`src/design/harris_corner_response_top_macros.svh`:
```
// ---------------------------------------------------------------------------
// Harris corner response: assertion macros
// Concurrent assertion wrappers, compiled out when NO_ASSERTIONS is set.
// ---------------------------------------------------------------------------
`ifndef HARRIS_CORNER_RESPONSE_TOP_MACROS_SVH
`define HARRIS_CORNER_RESPONSE_TOP_MACROS_SVH
`ifndef NO_ASSERTIONS
// Checked only while out of reset.
`define HCR_ASSERT(lbl, prop, msg) \
  lbl: assert property (@(posedge clk) disable iff (!rst_n) prop) else $error(msg);
// Checked at every edge, reset included.
`define HCR_ASSERT_ALWAYS(lbl, prop, msg) \
  lbl: assert property (@(posedge clk) prop) else $error(msg);
`else
`define HCR_ASSERT(lbl, prop, msg)
`define HCR_ASSERT_ALWAYS(lbl, prop, msg)
`endif
`endif

```
`src/design/hcr_pkg.sv`:
```
// ---------------------------------------------------------------------------
// Harris corner response: shared package
// Controller states, command and status bundles, register indexes and the
// Gaussian kernel table.
// ---------------------------------------------------------------------------
`default_nettype none

package hcr_pkg;

  typedef enum logic [3:0] {
    ST_IDLE,
    ST_PIX,
    ST_PIX_FLUSH,
    ST_GRAD_WR,
    ST_WIN,
    ST_WIN_FLUSH,
    ST_MUL_INIT,
    ST_MUL,
    ST_THR,
    ST_DIV_INIT,
    ST_DIV,
    ST_DONE
  } hcr_state_t;

  localparam logic [1:0] REG_WIDTH  = 2'd0;
  localparam logic [1:0] REG_HEIGHT = 2'd1;
  localparam logic [1:0] REG_THRESH = 2'd2;

  localparam logic [10:0] WIDTH_RESET  = 11'd640;
  localparam logic [11:0] HEIGHT_RESET = 12'd480;
  localparam logic [15:0] THRESH_RESET = 16'd2000;
  localparam int          MIN_DIM      = 7;

  localparam int PIX_TAPS  = 8;
  localparam int WIN_SIZE  = 5;
  localparam int DIV_BITS  = 15;
  localparam int ROW_W     = 13;
  localparam int POS_W     = 15;
  localparam int WIN_FLUSH = 2;

  // Normalized 5x5 sigma-1 weights with 32 fractional bits, indexed by class
  // of squared distance 0, 1, 2, 4, 5, 8.
  localparam logic [31:0] GAUSS_Q32 [0:5] = '{
    32'd696226318, 32'd422282608, 32'd256127349,
    32'd94223986,  32'd57149736,  32'd12751830
  };

  typedef struct packed {
    logic       capture;
    logic       pix_rd;
    logic [2:0] tap;
    logic       grad_wr;
    logic       win_rd;
    logic [2:0] win_r;
    logic [2:0] win_c;
    logic       mul_init;
    logic       mul_step;
    logic       thr;
    logic       div_init;
    logic       div_step;
    logic       out_load;
  } hcr_cmd_t;

  typedef struct packed {
    logic out_busy;
  } hcr_stat_t;

  // Distance class of a window tap given its row and column within 0..4.
  function automatic logic [2:0] weight_class(logic [2:0] r, logic [2:0] c);
    logic [1:0] ar;
    logic [1:0] ac;
    logic [2:0] cls;
    ar = (r >= 3'd2) ? 2'(r - 3'd2) : 2'(3'd2 - r);
    ac = (c >= 3'd2) ? 2'(c - 3'd2) : 2'(3'd2 - c);
    case ({ar, ac}) inside
      4'b0000:          cls = 3'd0;
      4'b0001, 4'b0100: cls = 3'd1;
      4'b0101:          cls = 3'd2;
      4'b0010, 4'b1000: cls = 3'd3;
      4'b0110, 4'b1001: cls = 3'd4;
      default:          cls = 3'd5;
    endcase
    return cls;
  endfunction

  // Kernel weight rounded half up to frac fractional bits.
  function automatic logic [31:0] gauss_weight(logic [2:0] cls, int frac);
    logic [63:0] q;
    if (cls > 3'd5) q = 64'(GAUSS_Q32[5]);
    else            q = 64'(GAUSS_Q32[cls]);
    q = (q + (64'd1 << (31 - frac))) >> (32 - frac);
    return q[31:0];
  endfunction

  function automatic logic [1:0] add_mod3(logic [1:0] a, logic [1:0] b);
    logic [2:0] s;
    s = 3'(a) + 3'(b);
    if (s >= 3'd3) s = s - 3'd3;
    return s[1:0];
  endfunction

  function automatic logic [2:0] add_mod5(logic [2:0] a, logic [2:0] b);
    logic [3:0] s;
    s = 4'(a) + 4'(b);
    if (s >= 4'd5) s = s - 4'd5;
    return s[2:0];
  endfunction

endpackage

`default_nettype wire

```
`src/design/hcr_ctrl.sv`:
```
// ---------------------------------------------------------------------------
// Harris corner response: controller
// Sequences one item through pixel reads, gradient write, window sums,
// determinant, threshold test, quotient and result hand-off.
// ---------------------------------------------------------------------------
`default_nettype none

module hcr_ctrl #(
  parameter int MUL_STEPS = 34
) (
  input  wire                clk,
  input  wire                rst_n,
  input  wire                in_tvalid,
  output logic               in_tready,
  output hcr_pkg::hcr_cmd_t  cmd,
  input  hcr_pkg::hcr_stat_t stat
);
  import hcr_pkg::*;

  localparam int CNT_MAX = (MUL_STEPS > DIV_BITS) ? MUL_STEPS : DIV_BITS;
  localparam int CNTW    = $clog2(CNT_MAX + 1);

  hcr_state_t      state_r, state_nxt;
  logic [CNTW-1:0] cnt_r, cnt_nxt;
  logic [2:0]      wr_r, wr_nxt;
  logic [2:0]      wc_r, wc_nxt;

  always_ff @(posedge clk) begin
    if (!rst_n) begin
      state_r <= ST_IDLE;
      cnt_r   <= '0;
      wr_r    <= '0;
      wc_r    <= '0;
    end else begin
      state_r <= state_nxt;
      cnt_r   <= cnt_nxt;
      wr_r    <= wr_nxt;
      wc_r    <= wc_nxt;
    end
  end

  always_comb begin
    state_nxt = state_r;
    cnt_nxt   = cnt_r;
    wr_nxt    = wr_r;
    wc_nxt    = wc_r;
    cmd       = '0;
    in_tready = 1'b0;
    unique case (state_r)
      ST_IDLE: begin
        in_tready = 1'b1;
        if (in_tvalid) begin
          cmd.capture = 1'b1;
          cnt_nxt     = '0;
          state_nxt   = ST_PIX;
        end
      end
      ST_PIX: begin
        cmd.pix_rd = 1'b1;
        cmd.tap    = cnt_r[2:0];
        if (cnt_r == CNTW'(PIX_TAPS - 1)) state_nxt = ST_PIX_FLUSH;
        else cnt_nxt = cnt_r + 1'b1;
      end
      ST_PIX_FLUSH: state_nxt = ST_GRAD_WR;
      ST_GRAD_WR: begin
        cmd.grad_wr = 1'b1;
        wr_nxt      = '0;
        wc_nxt      = '0;
        state_nxt   = ST_WIN;
      end
      ST_WIN: begin
        cmd.win_rd = 1'b1;
        cmd.win_r  = wr_r;
        cmd.win_c  = wc_r;
        if (wc_r == 3'(WIN_SIZE - 1)) begin
          wc_nxt = '0;
          if (wr_r == 3'(WIN_SIZE - 1)) begin
            cnt_nxt   = '0;
            state_nxt = ST_WIN_FLUSH;
          end else begin
            wr_nxt = wr_r + 3'd1;
          end
        end else begin
          wc_nxt = wc_r + 3'd1;
        end
      end
      ST_WIN_FLUSH: begin
        if (cnt_r == CNTW'(WIN_FLUSH - 1)) state_nxt = ST_MUL_INIT;
        else cnt_nxt = cnt_r + 1'b1;
      end
      ST_MUL_INIT: begin
        cmd.mul_init = 1'b1;
        cnt_nxt      = '0;
        state_nxt    = ST_MUL;
      end
      ST_MUL: begin
        cmd.mul_step = 1'b1;
        if (cnt_r == CNTW'(MUL_STEPS - 1)) state_nxt = ST_THR;
        else cnt_nxt = cnt_r + 1'b1;
      end
      ST_THR: begin
        cmd.thr   = 1'b1;
        state_nxt = ST_DIV_INIT;
      end
      ST_DIV_INIT: begin
        cmd.div_init = 1'b1;
        cnt_nxt      = '0;
        state_nxt    = ST_DIV;
      end
      ST_DIV: begin
        cmd.div_step = 1'b1;
        if (cnt_r == CNTW'(DIV_BITS - 1)) state_nxt = ST_DONE;
        else cnt_nxt = cnt_r + 1'b1;
      end
      ST_DONE: begin
        if (!stat.out_busy) begin
          cmd.out_load = 1'b1;
          state_nxt    = ST_IDLE;
        end
      end
      default: state_nxt = ST_IDLE;
    endcase
  end

endmodule

`default_nettype wire

```
`config.mk`:
```
export PLATFORM = sky130hd
export DESIGN_NAME = hcr_ctrl
export DESIGN_NICKNAME = d
export VERILOG_FILES = /design/src/design/harris_corner_response_top_macros.svh /design/src/design/hcr_pkg.sv /design/src/design/hcr_ctrl.sv
export SDC_FILE = /design/constraint.sdc
export NUM_CORES = 1
export LEC_CHECK = 0
export ABC_AREA = 0
export BUFFER_PORTS_ARGS = -buffer_cell sky130_fd_sc_hd__buf_2
export CAP_MARGIN = 20
export CORE_MARGIN = 10
export CORE_UTILIZATION = 50
export DETAILED_ROUTE_END_ITERATION = 12
export PLACE_DENSITY = 0.74
export SLEW_MARGIN = 20
export SYNTH_ARGS = -nofsm -noshare
export SYNTH_HDL_FRONTEND = slang
export SYNTH_SLANG_ARGS = --single-unit
```
`constraint.sdc`:
```
create_clock -name clk -period 2.1 [get_ports clk]
set_input_delay 0.21 -clock clk [delete_from_list [all_inputs] [get_ports clk]]
set_output_delay 0.21 -clock clk [all_outputs]
set_load 0.1 [all_outputs]
```
* After elaboration in Yosys (flattened, before gate mapping)
Cells that the tools add are included.
** Operators by class
- Mux-type cells :: 35
- Eq/ne operators :: 30
- Reduce and logical (&&, ||, !) cells :: 7
- $add $sub $neg :: 3
** Operators by type and width (number)
- $pmux 4 s12 :: 1
- $mux 6 :: 7
- $pmux 6 s7 :: 1
- $mux 4 :: 9
- $ne 2x2->1 const B :: 13
- $eq 4x3->1 const B :: 4
- $eq 4x4->1 const B :: 4
- $reduce_and 8->1 :: 2
- $pmux 3 s2 :: 2
- $mux 1 :: 11
- $mux 3 :: 3
- $eq 4x2->1 const B :: 2
- $mux 7 :: 1
- $reduce_bool 7->1 :: 1
- $add 3x1->3 const B :: 2
- $add 6x1->6 const B :: 1
- $eq 3x3->1 const B :: 2
- $eq 6x1->1 const B :: 1
- $eq 6x3->1 const B :: 1
- $eq 6x4->1 const B :: 1
- $eq 6x6->1 const B :: 1
- $eq 4x1->1 const B :: 1
- $logic_not 4->1 :: 1
- $reduce_and 3->1 :: 1
- other kinds (2) :: 2
** Word-level totals
- Bits in registers :: 16
- Output and inout port bits :: 20
- Logic and storage cells :: 79
- Input bits :: 4

* Longest topological paths before layout
Gate-level depths: netlist (run 1).
- Depth in word-level cells :: 4
- Mapped depth :: 7
- Depth with buffers taken out :: 7

* Worst setup path after synthesis (run 1)
Ideal clock, no wire load.
- Path type :: register to register
- Start :: reg state_r[1]
- End :: reg wc_r[1]
- Stages on the path, launching flop included :: 7
- Period minus slack after synthesis :: 3.549 ns
- Path slack :: -1.449 ns
- Arrival time :: 3.428 ns
- Setup time :: 0.121 ns
- Path buffers :: 1
- Required time :: 1.979 ns
- Cells stage by stage :: dfxtp_1 -> buf_2 -> nand2_1 -> nor3_1 -> nor2_1 -> a32oi_1 -> nor2b_1
** Between the ends
- Word-level cells in the longest chain between the ends :: 2
- Elaborated cells between the ends (all ways) :: 4
- Those cells by class :: eq/ne: 2; mux: 1; reduce/logical: 1
** Ends and longest elaborated chain
- from (decl) :: line hcr_ctrl.sv:23 : hcr_state_t state_r, state_nxt;
- from (signal assigned) :: line hcr_ctrl.sv:35 : state_r <= state_nxt;
- $eq 4x3->1 or $eq 4x2->1 (tied branches) :: line hcr_ctrl.sv:49 : unique case (state_r)
- $pmux 3 s2 or $reduce_bool 2->1 (tied branches)
- to (signal assigned) :: line hcr_ctrl.sv:38 : wc_r <= wc_nxt;
- to (decl) :: line hcr_ctrl.sv:26 : logic [2:0] wc_r, wc_nxt;
Several ways; a longest one is shown, not always the timed one.
A chain may end at the register's enable or synchronous reset.

==> results of run 1 <==
==> cells in the mapped netlist, types with 3 or more instances <==
master / n / share of area (%)
a21oi_1: 5 / 2.1
and2_1: 10 / 5.1
clkbuf_1: 3 / 0.92
buf_2: 4 / 1.6
inv_1: 9 / 2.8
nand2_1: 13 / 4.0
o21ai_1: 4 / 1.6
dfxtp_1: 16 / 26
nand3_1: 7 / 2.9
ha_1: 7 / 7.2
nor2b_1: 5 / 2.6
nor3_1: 3 / 1.2
nor2_1: 12 / 3.7
o31ai_1: 3 / 1.8
nand2b_1: 6 / 3.1
==> layout make-up <==
type	instances	area (um2)	share of cell area, %
Timing Repair Buffer	24	238	15.2
Sequential cell	16	328	20.9
Inverter	9	33.8	2.15
Tap cell	28	35.0	2.23
Multi-Input combinational cell	117	908	57.9
Clock buffer	4	26.3	1.67
==> registers in the layout, indices dropped and copies added, names as in the netlist <==
| register | count |
|---|---|
| cnt_r | 6 |
| state_r | 4 |
| wc_r | 3 |
| wr_r | 3 |
==> worst max-delay path: stages (launching register included) <==
cell and delay (ns):
dfxtp_2 0.55, nor4b_4 0.38, and2_4 0.20, clkbuf_4 0.32
==> metrics by stage <==
step / setup TNS, ns / cells
final: 0 / 198
after floorplan: -3.02 / 150
after global routing: 0 / 198
after detailed placement: 0 / 194
after CTS: 0 / 198
after global placement: 0 / 194
==> cell families (layout without fill, tap and decap cells) <==
| kind of cell | Yosys count | after routing | synth area share, % |
|---|---|---|---|
| compound gates | 32 | 32 | 19.6 |
| xor+xnor | 3 | 3 | 2.15 |
| fa+ha+maj | 7 | 7 | 7.18 |
| buf+inv | 17 | 37 | 6.26 |
| flops | 16 | 16 | 26.3 |
| mux | 2 | 2 | 1.64 |
| simple gates | 73 | 73 | 36.9 |
==> power breakdown <==
| group | internal (mW) | leakage [nW] | switching, mW | total [mW] |
|---|---|---|---|---|
| Combinational | 0.257 | 0.448 | 0.605 | 0.863 |
| Sequential | 0.343 | 0.131 | 0.121 | 0.464 |
| Clock | 0.0741 | 0.0150 | 0.105 | 0.180 |
| Total | 0.674 | 0.595 | 0.832 | 1.51 |
==> repair_timing <==
action                     in CTS  in global routing
hold endpoints to repair        0                  0
setup endpoints to repair       0                  5
gates resized for setup         0                  5
buffers inserted                0                  0
==> metal layers <==
metal | global-route usage (%) | vias up | routed length [um]
li1 | - | 578 | -
met1 | 14.5 | 519 | 1340
met2 | 20.7 | 33 | 1510
met3 | 3.71 | 6 | 129
met4 | 3.55 | 0 | 48
met5 | 0 | - | 0
==> path summary, 6_finish.rpt <==
| check | to | cells after the start |
|---|---|---|
| min reg2reg | cnt_r[1]$_SDFFE_PN0P_ | 2 |
| max reg2reg | state_r[3]$_SDFFE_PN0P_ | 6 |
| max | cmd[15] | 3 |
| min | state_r[1]$_SDFFE_PN0P_ | 5 |
==> impl_metrics.py, run 1 <==
metrics = {
    "logic_synthesis": {
        "synth_edf_count": 0,
        "syn-cell-area_um2": 1220,
        "ys_types": 48,
        "async_reset_ff_share_pct": 0,
        "seq_area_frac_synth_pct": 26.3,
        "synth-seq-cells": 16,
        "yosysWarnings": 0,
        "syn_area_per_cell_um2": 8.13,
        "syn_inst": 150,
        "synthFlopType": "dfxtp_1",
        "syn_nets": 161,
    },
    "setup_path": {
        "worstReg2RegStart": "cnt_r[0]$_SDFFE_PN0P_",
        "cp-end-kind": "output pin",
        "worstPathRequired_ns": 1.89,
        "reg2reg_slack_ns": 0.19,
        "crit_fanout": 16,
        "cp-start-kind": "flop",
        "crit_type": "flop to output pin",
        "cp-startpoint": "state_r[0]$_SDFFE_PN0P_",
        "worstPathArrival_ns": 1.77,
    },
    "drt": {
        "drtIter0Drc": 100,
        "drc": 0,
        "first_pass_iters": 4,
        "viasPerCell": 5.74,
        "drt-total-wl_um": 3030,
        "vias": 1136,
        "wl_per_cell_um": 15.3,
        "antenna_left": 0,
    },
    "outcome": {
        "run_status": "finished clean",
    },
    "power_and_ir_drop": {
        "p_per_area_nw_per_um2": 960,
        "finalPower_mw": 1.51,
        "p_leak_nw": 0.595,
        "vdd_drop_max_mv": 0.879,
    },
    "placed_design": {
        "port_buffers": 23,
        "post-place-ws_ns": 0.104,
        "dpl_cell_area_um2": 1520,
        "hpwl_um": 2270,
        "place.gp.congestion": 0.851,
    },
    "cells_and_area": {
        "syn_to_final_growth_pct": 28.6,
        "diodes": 0,
        "drive_gt1_share_pct": 33.5,
        "num-fill-cells": 186,
        "fin_area_um2": 1570,
        "final_cell_mix": "nand2_1 (13), dfxtp_1 (12), buf_2 (12), nor2_1 (10), inv_1 (9)",
        "final_common_cell": "nand2_1",
        "final_nets": 182,
        "finish.utilization_pct": 68.9,
    },
    "floorplan": {
        "die_x_um": 69.4,
        "core_um2": 2280,
        "row_count": 17,
        "start_util_pct": 53.6,
        "dieArea_um2": 4820,
        "die_h_um": 69.4,
        "io_pins": 24,
    },
    "cts": {
        "clk_pin_slew_worst_paths_ns": 0.11,
        "cts_tree": "built",
        "cts_buffer_depth": 2,
        "clock_latency_ns": 0.30,
        "cts_max_level": 1,
        "cts_sinks": 16,
        "cts-buffers-inserted": 3,
        "clock-root-buffer": "clkbuf_4",
        "ctsHoldBuffers": 0,
    },
    "timing": {
        "slew_headroom_pct": 67.3,
        "period_share_pct": 94.1,
        "max_freq_mhz": 506,
        "slew_viol_final": 0,
        "setup_viol": 0,
        "rsz0062_at_grt": "no",
        "period_needed_ns": 1.98,
        "hold_slack_ns": 0.296,
        "worst_pin_slew_ns": 0.494,
        "fin_skew_ns": 0.0160,
        "layout_setup_ws_ns": 0.124,
        "hold_viol_final": 0,
    },
    "min_path": {
        "hp-start": "stat",
        "hold_class": "input pin to flop",
    },
    "grt": {
        "antenna_found_initial": 0,
        "first_global_vias": 1119,
        "grt_pass1_wl_um": 5160,
        "grt.total_usage_pct": 12.3,
        "overflow": 0,
        "grt_max_degree": 21,
    },
    "flow_run": {
        "drv_cap": 0,
    },
}
No activity file was read; power rests on OpenSTA's default activity.
==> inputs of run 2 (changes only) <==
--- a/config.mk
+++ b/config.mk
@@ -9,9 +9,9 @@
 export BUFFER_PORTS_ARGS = -buffer_cell sky130_fd_sc_hd__buf_2
 export CAP_MARGIN = 20
 export CORE_MARGIN = 10
-export CORE_UTILIZATION = 50
+export CORE_UTILIZATION = 35
 export DETAILED_ROUTE_END_ITERATION = 12
-export PLACE_DENSITY = 0.74
+export PLACE_DENSITY = 0.56
 export SLEW_MARGIN = 20
 export SYNTH_ARGS = -nofsm -noshare
 export SYNTH_HDL_FRONTEND = slang
==> run 2 against run 1 <==
- routed wire length up 0.13%
- critical path depth up 1
- sequential share of layout area down 0.27 points
- critical path type unchanged
- largest power group unchanged
- via count down 0.18%
- fmax up 0.37%
- final cell count up 9.6%
==> impl_metrics.py, run 2 (synthesized netlist as in run 1, its figures left out) <==
metrics = {
    "floorplan": {
        "start_util_pct": 36.3,
        "dieArea_um2": 6250,
        "core_um2": 3360,
        "die_x_um": 79.0,
        "row_count": 21,
        "io_pins": 24,
        "die_h_um": 79.0,
    },
    "cells_and_area": {
        "diodes": 0,
        "instances_no_fill": 217,
        "largest_reg_flops": 6,
        "fin_area_um2": 1600,
        "final_common_cell": "nand2_1",
        "final_cell_mix": "nand2_1 (13), dfxtp_1 (12), buf_2 (12), nor2_1 (10), inv_1 (9)",
        "reg_top3": "cnt_r (6), state_r (4)",
        "num-fill-cells": 348,
        "top_register": "cnt_r",
        "final_nets": 183,
        "drive_gt1_share_pct": 33.9,
        "syn_to_final_growth_pct": 31.3,
    },
    "placed_design": {
        "hpwl_um": 2360,
        "dp.cells": 213,
        "place.gp.congestion": 0.897,
        "dpl_cell_area_um2": 1550,
        "port_buffers": 23,
    },
    "cts": {
        "cts_buffer_depth": 2,
        "cts_sinks": 16,
        "cts_tree": "built",
        "clock-root-buffer": "clkbuf_4",
        "cts-buffers-inserted": 3,
        "clock_latency_ns": 0.29,
        "ctsHoldBuffers": 0,
        "cts_setup_buffers": 0,
        "clk_pin_slew_worst_paths_ns": 0.11,
        "cts_max_level": 1,
    },
    "drt": {
        "drtIter0Drc": 35,
        "wl_per_cell_um": 14.0,
        "viasPerCell": 5.23,
        "first_pass_iters": 4,
        "drc": 0,
        "drt-total-wl_um": 3030,
        "antenna_left": 0,
        "vias": 1134,
    },
    "setup_path": {
        "crit_family": "simple AND/OR/NAND/NOR gates",
        "worstPathArrival_ns": 1.76,
        "crit_fanout": 14,
        "cp-end-kind": "output pin",
        "cp_num_buf_inv": 2,
        "crit_path_max_incr_delay_ns": 0.45,
        "cp-start-kind": "flop",
        "worstPathRequired_ns": 1.89,
        "critPathSlowestCell": "nor4b_2",
        "reg2reg_slack_ns": 0.19,
        "crit_type": "flop to output pin",
        "crit_chain": "nor4b_2, buf_4, and2_2, buf_12",
    },
    "grt": {
        "grt_pass1_wl_um": 5290,
        "grt_max_degree": 21,
        "grt.total_usage_pct": 10.0,
        "antenna_found_initial": 0,
        "overflow": 0,
        "first_global_vias": 1125,
    },
    "timing": {
        "rsz0062_at_grt": "no",
        "fin_setup_tns_ns": 0,
        "slew_headroom_pct": 66.3,
        "hold_slack_ns": 0.328,
        "period_share_pct": 93.7,
        "hold_viol_final": 0,
        "slew_viol_final": 0,
        "max_freq_mhz": 508,
        "period_needed_ns": 1.97,
        "fin_skew_ns": 0.0126,
        "setup_viol": 0,
        "worst_pin_slew_ns": 0.493,
    },
    "min_path": {
        "hold_class": "input pin to flop",
    },
    "power_and_ir_drop": {
        "p_per_area_nw_per_um2": 945,
        "p_leak_nw": 0.601,
        "vdd_drop_max_mv": 0.598,
    },
    "flow_run": {
        "drv_cap": 0,
    },
    "outcome": {
        "run_status": "finished clean",
    },
}
## run 2: changes by cell type in the layout (fill, tap and decap cells not counted), sizes merged
cell | previous run | this run
clkbuf | 8 | 7
buf | 20 | 22
## run 2: layout make-up
cell class,instances,area (um2),share of cell area (%)
sequential,16,330,20.6
timing repair buffer,25,245,15.3
multi-input combinational,117,908,56.7
tap,46,57.6,3.59
clock buffer,4,26.3,1.64
inverter,9,33.8,2.11
## run 2: final timing paths
path | start | end | cells after the start
max | state_r[3]$_SDFFE_PN0P_ | cmd[10] | 4
min reg2reg | wc_r[2]$_SDFFE_PN0P_ | wc_r[2]$_SDFFE_PN0P_ | 2
min | stat | state_r[1]$_SDFFE_PN0P_ | 5
max reg2reg | cnt_r[0]$_SDFFE_PN0P_ | state_r[3]$_SDFFE_PN0P_ | 6
## run 2: worst reg2reg max path, stage by stage (launching register included)
cell and delay [ns]:
dfxtp_1 0.45, ha_1 0.19, nor4b_4 0.28, a21oi_1 0.15, o31ai_1 0.27, nand3b_1 0.16
o31a_1 0.32
## run 2: timing repair
action	CTS	global route
setup endpoints to repair	1	6
gates resized for setup	1	5
hold endpoints to repair	0	0
## run 2: power breakdown
group          leakage (nW)  internal, mW  switching (mW)  total [mW]
clock                0.0150        0.0737           0.104       0.177
sequential            0.132         0.347           0.124       0.470
combinational         0.454         0.261           0.605       0.866
## run 2: per-stage QoR
step	setup slack (ns)	total power [mW]	util, %
finish	0.131	1.51	47.6
global route	0.0212	1.61	47.6
CTS	0.00684	1.52	47.1
detailed placement	0.150	1.33	46.2
global placement	0.253	1.32	46.2
floorplan	-0.632	1.19	-
## run 2: layer usage
metal	global-route usage, %	share of wire (%)	up-vias
li1	-	-	579
met1	12.1	45	536
met2	17.2	51	17
met3	2.36	3.9	2
met4	2.69	0.46	0
met5	0	0	-
